$ cat src/fpa_pkg.sv
// Shared types and constants for the Q24.8 fixed-point ALU.
`timescale 1ns / 1ps

package fpa_pkg;

	localparam int WORD_WIDTH    = 32;
	localparam int ACTION_WIDTH  = 4;
	localparam int FRACTION_BITS = 8;

	typedef enum logic [ACTION_WIDTH-1:0] {
		ACT_ADD      = 4'd0,
		ACT_SUB      = 4'd1,
		ACT_MUL      = 4'd2,
		ACT_DIV      = 4'd3,
		ACT_INC      = 4'd4,
		ACT_DEC      = 4'd5,
		ACT_MIN      = 4'd6,
		ACT_MAX      = 4'd7,
		ACT_FROM_INT = 4'd8
	} action_t;

	typedef struct packed {
		logic signed [WORD_WIDTH-1:0] result;
		logic                         divide_by_zero;
		logic                         a_less;
		logic                         a_greater;
		logic                         a_equal;
	} out_t;

	typedef struct packed {
		logic [ACTION_WIDTH-1:0]      action;
		logic signed [WORD_WIDTH-1:0] simple;
		logic                         dz;
		logic                         lt;
		logic                         gt;
		logic                         eq;
	} side_t;

endpackage

$ cat src/fpa_mul.sv
// Pipelined signed multiplier with fraction shift and latency padding.
`timescale 1ns / 1ps

module fpa_mul #(
	parameter int FracBits = fpa_pkg::FRACTION_BITS,
	parameter int Depth    = fpa_pkg::WORD_WIDTH + fpa_pkg::FRACTION_BITS + 2
) (
	input  logic                                   clk,
	input  logic                                   adv,
	input  logic signed [fpa_pkg::WORD_WIDTH-1:0]  a,
	input  logic signed [fpa_pkg::WORD_WIDTH-1:0]  b,
	output logic signed [fpa_pkg::WORD_WIDTH-1:0]  prod
);

	localparam int WW = fpa_pkg::WORD_WIDTH;

	logic signed [2*WW-1:0] prod_s1;
	logic signed [WW-1:0]   res_s [Depth-1];

	always_ff @(posedge clk) begin
		if (adv) begin
			prod_s1  <= a * b;
			res_s[0] <= prod_s1[FracBits+WW-1:FracBits];
			for (int k = 1; k < Depth - 1; k++) begin
				res_s[k] <= res_s[k-1];
			end
		end
	end

	assign prod = res_s[Depth-2];

endmodule

$ cat config.mk
export PLATFORM = sky130hd
export DESIGN_NAME = fpa_mul
export DESIGN_NICKNAME = d
export VERILOG_FILES = /design/src/fpa_pkg.sv /design/src/fpa_mul.sv
export SDC_FILE = /design/constraint.sdc
export NUM_CORES = 2
export LEC_CHECK = 0
export BUFFER_PORTS_ARGS = -buffer_cell sky130_fd_sc_hd__buf_2
export CORE_MARGIN = 2
export CORE_UTILIZATION = 45
export DETAILED_ROUTE_END_ITERATION = 6
export GPL_TIMING_DRIVEN = 0
export HOLD_SLACK_MARGIN = 0.02
export RECOVER_POWER = 50
export SYNTH_ARGS = -nofsm -noshare
export SYNTH_HDL_FRONTEND = slang
export SYNTH_SLANG_ARGS = --single-unit
$ cat constraint.sdc
create_clock -name clk -period 12.4 [get_ports clk]
set_clock_uncertainty 0.15 [all_clocks]
set_input_delay 1.86 -clock clk [delete_from_list [all_inputs] [get_ports clk]]
set_output_delay 1.86 -clock clk [all_outputs]
set_load 0.02 [all_outputs]
* Word level (Yosys, flattened, before mapping) *
Memories as Yosys holds them, arrays and structs flattened.
Index checks and enable logic that the tools add are counted.

storage, ports and cells
  memories kept = 1
  register bits = 40
  RAM bits = 1,312
  input bits = 66
  word-level logic and storage cells = 5

memory list
  name   depth  bits a word  rd ports  clocked after Yosys merged registers in  write ports  RTL line       text
  res_s  41     32           41        0                                        41           fpa_mul.sv:18  logic signed [WW-1:0] res_s [Depth-1];

cells by class
  muxes and demuxes = 2
  $mul = 1

operator list
  cell                                            number
  32-bit by 32-bit multiplier with 40-bit output  1
  1-bit 2-to-1 mux                                2

* Depth between registers and ports, before layout *
  depth after elaboration = 2
  depth in mapped cells = 31
  gate-level depth less buffers = 29

* Worst setup path before layout *
Ideal clock, no wire load.

  path kind = input -> register
  start point = input port a[12] in the netlist's numbering
  end point = register prod_s1[39], data pin
  arrival time = 8,788 ps
  setup slack = 3,202 ps
  cell stages on the path = 28
  buffers on the path = 2
  library setup time = 260 ps
  cell sequence = clkbuf_1 clkbuf_1 nand2_1 fa_1 inv_1 fa_1 inv_1 fa_1 fa_1 inv_1 fa_1 inv_1 fa_1 fa_1 fa_1 inv_1 ha_1 a21oi_2 o21ai_1 a2111oi_1 nor2_1 or2_0 a22o_1 a211oi_2 o31ai_1 or2_4 a311o_1 xnor2_1

between the ends
  cells in the longest elaborated chain, start to end = 1

RTL lines
  element                                         RTL line       text
  start: declaration                              fpa_mul.sv:10  input logic signed [fpa_pkg::WORD_WIDTH-1:0] a,
  32-bit by 32-bit multiplier with 40-bit output  fpa_mul.sv:22  prod_s1 <= a * b;
  end signal: assignment                          fpa_mul.sv:22
  end: declaration                                fpa_mul.sv:17  logic signed [2*WW-1:0] prod_s1;

No other way between the ends.
A chain may end at the register's enable or synchronous reset.

* Final worst setup path *
  start point = input port a[10] in the netlist's numbering
  end point = register prod_s1[39], data pin

Same word-level chain as after synthesis.

==> impl_metrics.toml <==
[global_route]
antenna_violations_before_repair = 15
globalRouteMet3Util_pct = 3.48
first_global_vias = 31200
met1_capacity_usage_during_global_routing_pct = 25.1
grt_util_met2_pct = 28.3
globalRouteTotalUtil_pct = 17.8
pin_count_of_the_biggest_net_entering_global_routing = 190
gr-total-overflow = 0
busiest_layer = "met2"
grt_first_pass_wirelength_um = 192000

[setup_path]
timing.critical_path.from_type = "input pin"
path_buf_inv = 8
r2r_end = "res_s[0][239]$_DFFE_PP_"
crit_path_end = "prod_s1[39]$_DFFE_PP_"
slowest_stage = "clkbuf_1"
reg2reg_from = "res_s[0][207]$_DFFE_PP_"
reg2regPathDepth = 0
critical_path.most_common_cell = "fa_1"
timing.critical_path.from = "a[10]"
worst-path-max-fanout = 10
cp_slowest_stage_delay_ns = 0.85
r2r_setup_slack_ns = 11.56
critical_path_cell_count = 28
kind_of_cell_adding_the_most_delay_to_the_critical_path = "adder cells"
timing.critical_path.arrival_ns = 11.17
worstSetupPathType = "in -> reg"
endpoint_kind = "flip-flop"
required_ns = 12.72

[sta]
setup_violations = 0
fin_setup_tns_ns = 0
min_period_over_period_pct = 87.6
worst_pin_slew_ns = 7.26
fin_ws_ns = 1.54
final.min_clock_period_ns = 10.86
max_clk_rate_ghz = 0.0921
final-max-slew-violation-count = 139
worst_case_headroom_to_the_max_slew_limit_pct = -384
number_of_hold_slack_violations_in_the_final_timing_report = 0
rsz0062_at_grt = "false"

[logic_synthesis]
async_flop_share_pct = 0
synthesis.area_per_instance_um2 = 16.2
synth_flop_cell = "edfxtp_1"
ys_seq_elements = 1344
synth_edf_count = 1344
synthTopCellsByArea = "edfxtp_1 (63%), fa_1 (20%), and2_1 (4.3%)"
synth.lib_cells_used.distinct = 43
synth_largest_type_area_fraction_pct = 63.3
synthesized_netlist_net_count = 4803
ys_seq_area_share_pct = 63.3
synth.cell_area_um2 = 63800
synth-warning-count = 0
synthCells = 3940
synth.largest_area_cell = "edfxtp_1"

[detailed_routing]
first_pass_iters = 6
avgViaCountPerCell = 4.80
routed-via-count = 29600
post_drt_wl_per_cell_um = 20.4
route.final.wire_length_um = 126000
antenna_violating_nets_post_route = 0
detailedRoute.firstIterationViolations = 2448
drc = 0

[die]
initial_utilization_pct = 45.2
io_pins = 98
fp.coreArea_um2 = 141000
floorplan.die_area_um2 = 145000
row_count = 138
fp.dieW_um = 380
die-height_um = 380

[clock_tree]
clk_pin_slew_ns = 0.06
clk_root_buffer_cell = "clkbuf_16"
clock_path_buffers = 3
post_cts.resized_instances = 0
holdBufCountCts = 0
ctsHtreeMaxLevel = 4
cts-buffers-inserted = 136
postCtsSetupRepairBufs = 0
clock_tree_from_tritoncts = "yes"
clock-sinks = 1344
clkLatencyLatePin_ns = 0.72

[layout]
final.fill_count = 12000
ratio_of_cells_with_drive_above_1_in_the_final_layout_pct = 7.33
finalInstanceArea_um2 = 71100
area_growth_pct = 11.5
final_cells = 6174
design.final.nets = 5040

[placement]
hpwl_um = 88900
pre_cts_ws_ns = 0.655
io_buffer_count = 92
gp_congestion = 0.944
postPlaceCellArea_um2 = 66800
dp_cells = 5929

[min_path]
worstHoldPathType = "reg -> reg"

[flow_run]
maxCapViolations = 1

[outcome]
failed_checks = "max-capacitance violations, max-slew violations"
run_status = "finished, violations left"
-- layer usage --
metal | share of wire, % | vias to the layer above
met1 | 45 | 15500
met2 | 47 | 700
li1 | - | 13200
met4 | 2.9 | 2
met5 | 0.011 | -
met3 | 5.2 | 192
-- sequential cells by signal, summed over array words and instances, names as in the netlist --
register  count
res_s      1312
prod_s1      32
-- cell usage after synthesis (all sizes together) (3+ instances only) --
cell type  instances
edfxtp          1344
inv              696
fa               642
and2             435
nand2            310
ha               155
clkbuf           131
xnor2             61
buf               32
a21oi             20
nor2              20
xor2              19
o21ai             13
nand2b             8
nor2b              7
o21a               6
a21o               5
a211oi             3
and3               3
nand3              3
nor3               3
o31ai              3
or2                3
-- worst min path at each step --
stage / start / endpoint / cells past startpoint
after floorplan: prod_s1[8]$_DFFE_PP_ / res_s[0][0]$_DFFE_PP_ / 0
after global placement: res_s[0][169]$_DFFE_PP_ / res_s[0][201]$_DFFE_PP_ / 0
after detailed placement: res_s[0][70]$_DFFE_PP_ / res_s[0][102]$_DFFE_PP_ / 0
after CTS: res_s[1][383]$_DFFE_PP_ / res_s[1][415]$_DFFE_PP_ / 0
after global routing: res_s[1][282]$_DFFE_PP_ / res_s[1][314]$_DFFE_PP_ / 0
final: res_s[1][383]$_DFFE_PP_ / res_s[1][415]$_DFFE_PP_ / 0
-- layout make-up --
cell class / instances / area [um2] / share of cell area [%]
well taps: 1890 / 2360 / 3.33
plain buffers: 163 / 732 / 1.03
multi-input cells: 1737 / 20100 / 28.2
clock inverters: 76 / 742 / 1.04
diodes: 3 / 7.51 / 0.0106
flip-flops and latches: 1344 / 40400 / 56.8
clock buffers: 166 / 3580 / 5.03
inverters: 696 / 2610 / 3.67
repair buffers: 99 / 652 / 0.917
-- metrics by stage --
step / hold slack, ns / util (%)
finish: 0.247 / 50.4
global route: 0.250 / 50.4
CTS: 0.241 / 50.4
detailed placement: 0.255 / 47.4
global placement: 0.250 / 47.2
floorplan: 0.250 / -
-- layout by cell type, fill, tap and decap left out, types with 3 or more instances in the layout --
| master | n |
|---|---|
| nor3_1 | 3 |
| clkinv_16 | 6 |
| inv_6 | 3 |
| xor2_1 | 19 |
| clkbuf_16 | 139 |
| o21ai_0 | 9 |
| clkinv_8 | 3 |
| xnor2_1 | 61 |
| nor2b_1 | 7 |
| nand2_1 | 310 |
| and2_1 | 435 |
| fa_1 | 642 |
| nor2_1 | 20 |
| edfxtp_1 | 1344 |
| a21oi_1 | 18 |
| clkbuf_1 | 159 |
| and3_1 | 3 |
| nand2b_1 | 8 |
| o31ai_1 | 3 |
| o21a_1 | 6 |
| clkinv_1 | 35 |
| nand3_1 | 3 |
| buf_2 | 91 |
| clkinv_2 | 19 |
| a21o_1 | 5 |
| buf_16 | 7 |
| inv_1 | 696 |
| o21ai_1 | 4 |
| bufinv_16 | 8 |
| buf_4 | 32 |
| ha_1 | 155 |
| diode_2 | 3 |
-- cell families (layout without fill, tap and decap cells) --
kind of cell	after synthesis	count (layout)	share of synthesized area (%)
flops	1344	1344	63.3
compound gates	62	62	0.640
fa+ha+maj	797	797	23.2
simple gates	798	798	6.53
xor+xnor	80	80	1.10
other cells	0	3	0
buf+inv	859	1200	5.24
Power is left out: the tool's default activity adds up to more than one toggle a clock period on the data nets, which glitch-free logic cannot reach.
