--- src/fpa_pkg.sv ---
// Shared types and constants for the Q24.8 fixed-point ALU.
`timescale 1ns / 1ps

package fpa_pkg;

	localparam int WORD_WIDTH    = 32;
	localparam int ACTION_WIDTH  = 4;
	localparam int FRACTION_BITS = 8;

	typedef enum logic [ACTION_WIDTH-1:0] {
		ACT_ADD      = 4'd0,
		ACT_SUB      = 4'd1,
		ACT_MUL      = 4'd2,
		ACT_DIV      = 4'd3,
		ACT_INC      = 4'd4,
		ACT_DEC      = 4'd5,
		ACT_MIN      = 4'd6,
		ACT_MAX      = 4'd7,
		ACT_FROM_INT = 4'd8
	} action_t;

	typedef struct packed {
		logic signed [WORD_WIDTH-1:0] result;
		logic                         divide_by_zero;
		logic                         a_less;
		logic                         a_greater;
		logic                         a_equal;
	} out_t;

	typedef struct packed {
		logic [ACTION_WIDTH-1:0]      action;
		logic signed [WORD_WIDTH-1:0] simple;
		logic                         dz;
		logic                         lt;
		logic                         gt;
		logic                         eq;
	} side_t;

endpackage

--- src/fpa_obuf.sv ---
// Output register with one skid entry for the result channel.
`timescale 1ns / 1ps

module fpa_obuf (
	input  logic          clk,
	input  logic          arst_n,
	input  logic          push,
	input  fpa_pkg::out_t push_word,
	output logic          full,
	output logic          out_valid,
	input  logic          out_ready,
	output fpa_pkg::out_t out_word
);

	logic          out_valid_q;
	logic          skid_valid_q;
	fpa_pkg::out_t out_word_q;
	fpa_pkg::out_t skid_word_q;

	always_ff @(posedge clk or negedge arst_n) begin
		if (!arst_n) begin
			out_valid_q  <= 1'b0;
			skid_valid_q <= 1'b0;
		end else if (!out_valid_q || out_ready) begin
			out_valid_q  <= skid_valid_q || push;
			skid_valid_q <= 1'b0;
		end else if (push) begin
			skid_valid_q <= 1'b1;
		end
	end

	always_ff @(posedge clk) begin
		if (!out_valid_q || out_ready) begin
			out_word_q <= skid_valid_q ? skid_word_q : push_word;
		end else if (push) begin
			skid_word_q <= push_word;
		end
	end

	assign full      = skid_valid_q;
	assign out_valid = out_valid_q;
	assign out_word  = out_word_q;

endmodule

--- config.mk ---
export PLATFORM = sky130hd
export DESIGN_NAME = fpa_obuf
export DESIGN_NICKNAME = d
export VERILOG_FILES = /design/src/fpa_pkg.sv /design/src/fpa_obuf.sv
export SDC_FILE = /design/constraint.sdc
export NUM_CORES = 1
export LEC_CHECK = 0
export ABC_AREA = 1
export BUFFER_PORTS_ARGS = -buffer_cell sky130_fd_sc_hd__buf_2
export CAP_MARGIN = 25
export CORE_MARGIN = 5
export CORE_UTILIZATION = 46
export DETAILED_ROUTE_END_ITERATION = 10
export PLACE_DENSITY = 0.83
export RECOVER_POWER = 50
export SYNTH_ARGS = -nofsm -noshare
export SYNTH_HDL_FRONTEND = slang
export SYNTH_SLANG_ARGS = --single-unit
--- constraint.sdc ---
create_clock -name clk -period 2.9 [get_ports clk]
set_input_delay 0.145 -clock clk [delete_from_list [all_inputs] [get_ports clk]]
set_output_delay 0.145 -clock clk [all_outputs]
set_load 0.1 [all_outputs]
Yosys cells after proc, flatten, opt, wreduce, memory -nomap -nowiden:

Index checks and enable logic that the tools add are counted.

* bits in registers: 74
* latch bits: 0
* bits in writable memories: 0
* memory bits (read-only): 0
* input port bits: 40
* output and inout port bits: 38
* logic and storage cells: 21
* memories kept: 0

* $add $sub $neg: 0
* multipliers: 0
* div/mod/pow operators: 0
* magnitude comparators: 0
* eq/ne operators: 0
* shift-type cells: 0
* mux-type cells: 3
* bitwise logic cells: 1
* reduce and logical (&&, ||, !) cells: 5

Operators by type and width (number)
* two-way mux 36 bit: 1
* logical OR 1 bit: 2
* two-way mux 1 bit: 2
* AND reduction 2 bit: 1
* nonzero test 2 bit: 1
* logical NOT 1 bit: 1
* inverter 1 bit: 1

Depth between registers and ports, before layout:

Gate-level depths: netlist (run 1).

* depth in word-level cells: 4
* mapped depth: 4
* mapped depth without buffers: 3

Least setup slack after synthesis (run 1):

OpenSTA, ideal clock, no wires.

* path kind: reg-to-reg
* start point: reg out_valid_q, in the netlist out_valid
* end point: reg skid_word_q[0] in the netlist's numbering (enable)
* library setup time: 0.429 ns
* arrival: 3.667 ns
* data required time: 2.471 ns
* setup slack: -1.196 ns
* cell stages (with the launch flop): 3
* buffers on the path: 0
* clock period less this slack: 4.096 ns
* cell sequence: dfrtp_1 -> nand2_1 -> nor2_1

* cells in the longest elaborated chain, start to end: 4

Ends and longest elaborated chain
* from (decl): line fpa_obuf.sv:15 `logic out_valid_q;`
* from (signal assigned): line fpa_obuf.sv:25 `out_valid_q <= skid_valid_q || push;`
* logical NOT 1 bit: line fpa_obuf.sv:33 `if (!out_valid_q || out_ready) begin`
* logical OR 1 bit: line fpa_obuf.sv:33
* inverter 1 bit (no line)
* AND reduction 2 bit (no line)
* to (signal assigned): line fpa_obuf.sv:36 `skid_word_q <= push_word;`
* to (decl): line fpa_obuf.sv:18 `fpa_pkg::out_t skid_word_q;`

No other way between the ends.
A chain may end at the register's enable or synchronous reset.

Worst setup path after layout (run 1):

* start point: reg out_valid_q, in the netlist out_valid
* end point: out out_valid

RTL lines
* to (decl): line fpa_obuf.sv:10 `output logic out_valid,`

No word-level cell between the ends.

==> run metrics, run 1 <==
Nets 350; #FFs+latches synth 74; ANT cells 0; DR vias/cell 4.58; DRT iter0 DRCs 132; pwr dens 786 nW/µm²; maximum clock rate 0.576 GHz; Post-route DRC 0; Synthesized Nets 237; Synth cell types 9; Clock Skew 8.43 ps; TNS Setup 0 ps; Post-Synthesis Cell Area 2720 µm²; largest net degree at the start of global routing 40; root buf cell clkbuf_8; minimum clock period 1740 ps; Peak VDD IR 0.500 mV; CTS tree built; gr usage total 0.151; pre-CTS setup slack 1280 ps; Slew Limit Headroom 0.205; final wirelength 5.53 mm; Worst Setup End Kind output pin; CP top delay family buffers and inverters; total power 2.83 mW; drt wl/cell 14.2 µm; Hold Path Class in -> reg; cell count after synthesis 197; CTS H-Tree Depth 3; layout cells sized above 1 0.0825; worst-path cell chain clkbuf_1; most frequent cells in the layout nand2_1, edfxtp_1, clkbuf_1; Synth area leaders edfxtp_1, nand2_1, dfrtp_1, buf_8, buf_4; Ports 78; post-route ant nets 0; starting density of the core 0.467; clk_lat worst skew 330 ps; max_cap viols 0; Vias 1787; grt ovf 0; vias in the first global route 1787; Worst-path clk slew 70 ps; initial antenna violation count 0; die height 86.9 µm; CTS max path bufs 2; most common cell after layout, fill and taps aside nand2_1; Worst Setup Slack, final 1160 ps; first-pass GRT wire length 8.40 mm; Tcrit/Tclk final 0.599; die area 7540 µm²; status completed; FP Rows 28; dpl hpwl 3.26 mm; area of the core 5820 µm²; RSZ-0062 raised after global routing no; First-pass DRT Iterations 4; register area share after synthesis 0.814; Worst path slowest cell clkbuf_1; CP bufs+invs 1; Worst EP arrival 1590 ps; leading area contributor after synthesis edfxtp_1; number of port buffers 77; # setup viols final 0; critical path required time 2760 ps; Yosys top cell area share 0.796; fin. max-slew vios 0; syn avg cell area 13.8 µm²; Die W 86.9 µm; final hold vios 0; Critical Path Fanout Max 2; GP Congestion 0.669; Worst-Margin Slew 1200 ps; crit-path max cell delay 890 ps; Pleak 1.42 nW; cts repair resizes 0; Critical Path Source Type register; critical path type reg -> out; area grow syn2layout 32.3%; clock sink total 74; Num CTS Buffers 9; Yosys warnings 0
registers in the layout (all words and copies together), names as in the netlist:
register,flops
skid_word_q,36
out_valid,1
full,1
out_word,36
final timing paths:
| path | from | to | slack (ps) | cells after the start |
|---|---|---|---|---|
| hold reg to reg | skid_word_q[14] | out_word[14] | 520 | 2 |
| hold / removal | push_word[24] | skid_word_q[24] | 50 | 1 |
| setup / recovery | out_valid | out_valid | 1160 | 1 |
| max in group asynchronous | arst_n | out_valid | 2630 | 2 |
| setup reg to reg | out_valid | out_word[28] | 1210 | 2 |
| min in group asynchronous | arst_n | full | 140 | 2 |
logic make-up after synthesis:
| family | Yosys count | share of synthesized area |
|---|---|---|
| AND/OR/NAND/NOR | 113 | 0.156 |
| buffers and inverters | 10 | 0.0299 |
| flip-flops | 74 | 0.814 |
Yosys cell counts:
library cell / n
nand2_1: 110
edfxtp_1: 72
buf_8: 3
nor2_1: 3
buf_2: 2
buf_4: 2
dfrtp_1: 2
inv_1: 2
inv_2: 1
final cells by class:
class	instances	area, µm²
fillers	501	2220
flip-flops and latches	74	2210
repair buffers	109	613
multi-input cells	113	432
clock buffers	10	128
clock inverters	6	105
well taps	75	93.8
inverters	3	11.3
where the power goes:
| part | switching [mW] | internal (mW) |
|---|---|---|
| registers | 0.0225 | 1.27 |
| logic | 0.522 | 0.0836 |
| clock network | 0.359 | 0.566 |
| total | 0.903 | 1.92 |
through the flow:
stage | instance area (µm²) | utilization | std cells | hold slack (ps)
4_1_cts | 3660 | 0.630 | 388 | 1.20
2_1_floorplan | 2730 | - | 197 | -151
3_3_place_gp | 3150 | 0.542 | 344 | -70.2
3_5_place_dp | 3150 | 0.542 | 344 | -65.3
6_report | 3590 | 0.618 | 390 | 47.0
5_1_grt | 3590 | 0.618 | 390 | 34.2
per-layer routing:
metal	vias to the layer above	global-route usage	part of all wire
li1	886	-	-
met1	830	0.178	0.39
met2	62	0.258	0.53
met3	9	0.0369	0.069
met4	0	0.0708	0.013
met5	-	0	0
worst register-to-register path, stage by stage (launching register included):
cell      delay [ps]
dfrtp_1          400
nand2_1          140
clkbuf_2         760
repair_timing:
action | CTS | global route
hold buffers | 28 | 2
endpoints found under the hold margin | 29 | 2
setup endpoints to repair | 0 | 0
buffers inserted | 0 | 0
Note: power is estimated with default switching activity, not from simulation.
==> run 2: changes to the inputs <==
- CORE_UTILIZATION: 46 -> 51
- PLACE_DENSITY: 0.83 -> 0.87
- clock period: 2.9 -> 1.7 ns (I/O delays scaled with it)
==> run 2 against run 1 <==
Compared with the run above: global-route usage grew 3.3 points; clock-buffer cell count grew 1; highest routed layer unchanged; critical path type is now reg -> reg; setup slack lost 820 ps; critical endpoint is now skid_word_q[24].
==> run metrics, run 2 (synthesis gave the netlist of run 1 again) <==
status completed; pwr dens 1260 nW/µm² (+60%); max_cap viols 0 (unchanged); GP Congestion 0.686 (+2.6%); CTS tree built; Vias 1908 (+6.8%); Slew Limit Headroom 0.605 (+0.401); post-CTS setup buffer count 0 (unchanged); clock sink total 74 (unchanged); Tcrit/Tclk final 0.799; grt ovf 0 (unchanged); Worst-Margin Slew 591 ps (-607 ps); Num CTS Buffers 9 (unchanged); Post-route DRC 0 (unchanged); number of port buffers 77 (unchanged); CTS H-Tree Depth 3 (unchanged); Ports 78 (unchanged); worst hold slack 73.7 ps (+26.7 ps); DRT iter0 DRCs 150 (+14%); TNS Setup 0 ps (unchanged); die area 6890 µm² (-8.7%); drt wl/cell 15.1 µm (+6.6%); pre-CTS setup slack 348 ps (-936 ps); FP Rows 26 (-7.1%); Clk pwr share 0.299 (-0.029); initial antenna violation count 0 (unchanged); root buf cell clkbuf_8; final cell utilization of the core 0.727 (+0.109); Nets 361 (+3.1%); gr usage total 0.184 (+0.0333); final hold vios 0 (unchanged); starting density of the core 0.529 (+0.0614); Worst Setup End Kind register; Seq pwr share 0.469 (+0.011); Pleak 1.57 nW (+10%); die height 83.0 µm (-4.4%); largest net degree at the start of global routing 37 (-7.5%); Critical Path Fanout Max 24 (+22); first-pass GRT wire length 9.68 mm (+15%); Clock Skew 8.25 ps (-0.184 ps); Filler Cell Count 363 (-28%); ANT cells 0 (unchanged); cts repair resizes 0 (unchanged); vias in the first global route 1957 (+9.5%); maximum clock rate 0.736 GHz; RSZ-0062 raised after global routing no; First-pass DRT Iterations 4 (unchanged); Peak VDD IR 0.756 mV (+51%); area grow syn2layout 37.6%; Worst EP arrival 1370 ps (-220 ps); clk_lat worst skew 340 ps (about the same); DR vias/cell 4.83 (+5.4%); fin. max-slew vios 0 (unchanged); most common cell after layout, fill and taps aside nand2_1; Worst Setup Slack, final 341 ps (-823 ps); area of the core 5140 µm² (-12%); critical path required time 1710 ps (-1050 ps); layout cells sized above 1 0.197 (+0.114); Critical Path Source Type register; Sw Share 0.327 (+0.00712); post-route ant nets 0 (unchanged); CTS max path bufs 2 (unchanged); Die W 83.0 µm (-4.4%); Gate power share 0.232 (+0.018); Hold Path Class in -> async; Net Switching 1.54 mW (+70%); # setup viols final 0 (unchanged); most frequent cells in the layout nand2_1, edfxtp_1, dlygate4sd3_1; final wirelength 5.97 mm (+7.9%); dpl hpwl 3.40 mm (+4.2%); Int Pwr 3.17 mW (+65%); Worst-path clk slew 70 ps (about the same); critical path type reg -> reg; minimum clock period 1360 ps
run 2: power by group through the flow:
stage               combinational (mW)  sequential [mW]  clock, mW
floorplan                        0.160             2.93          0
finish                            1.09             2.21       1.41
global placement                  1.02             2.24          0
detailed placement                1.03             2.24          0
CTS                               1.10             2.21       1.42
global route                      1.14             2.22       1.52
run 2: through the flow:
step	cells	power, mW	instance area [µm²]
final	395	4.71	3740
after detailed placement	342	3.28	3200
after global routing	395	4.88	3740
after CTS	395	4.73	3780
after floorplan	197	3.09	2750
after global placement	342	3.26	3200
run 2: path summary, 6_finish.rpt:
| kind | slack, ps | from | to | depth (start not counted) |
|---|---|---|---|---|
| worst max-delay path | 340 | out_valid | skid_word_q[24] | 3 |
| worst min-delay path | 70 | arst_n | full | 2 |
| worst max register to register | 340 | out_valid | skid_word_q[24] | 3 |
| worst min register to register | 520 | skid_word_q[31] | out_word[31] | 2 |
| max in group asynchronous | 1470 | arst_n | out_valid | 2 |
| min in group clk | 220 | out_ready | out_word[26] | 3 |
run 2: area by class of cell:
| type | instances | area (µm²) | area share |
|---|---|---|---|
| Clock inverter | 4 | 67.6 | 0.0181 |
| Sequential cell | 74 | 2220 | 0.593 |
| Clock buffer | 11 | 131 | 0.0351 |
| Tap cell | 70 | 87.6 | 0.0234 |
| Inverter | 3 | 11.3 | 0.00301 |
| Timing Repair Buffer | 120 | 777 | 0.208 |
| Multi-Input combinational cell | 113 | 448 | 0.120 |
run 2: critical path, cell delays in order (launching register included):
cell     delay [ps]
dfrtp_4         450
nand2_8         130
nor2_4          140
buf_4           300
run 2: layer usage:
layer | routed length (µm) | vias up | GRT usage
met5 | 0 | - | 0
met4 | 63 | 0 | 0.0446
met3 | 376 | 7 | 0.0752
met2 | 3380 | 68 | 0.338
met1 | 2150 | 925 | 0.195
li1 | - | 908 | -
run 2: timing repair:
action,4_1_cts,5_1_grt
endpoints found under the setup margin,0,0
hold buffers,38,0
hold endpoints to repair,39,0
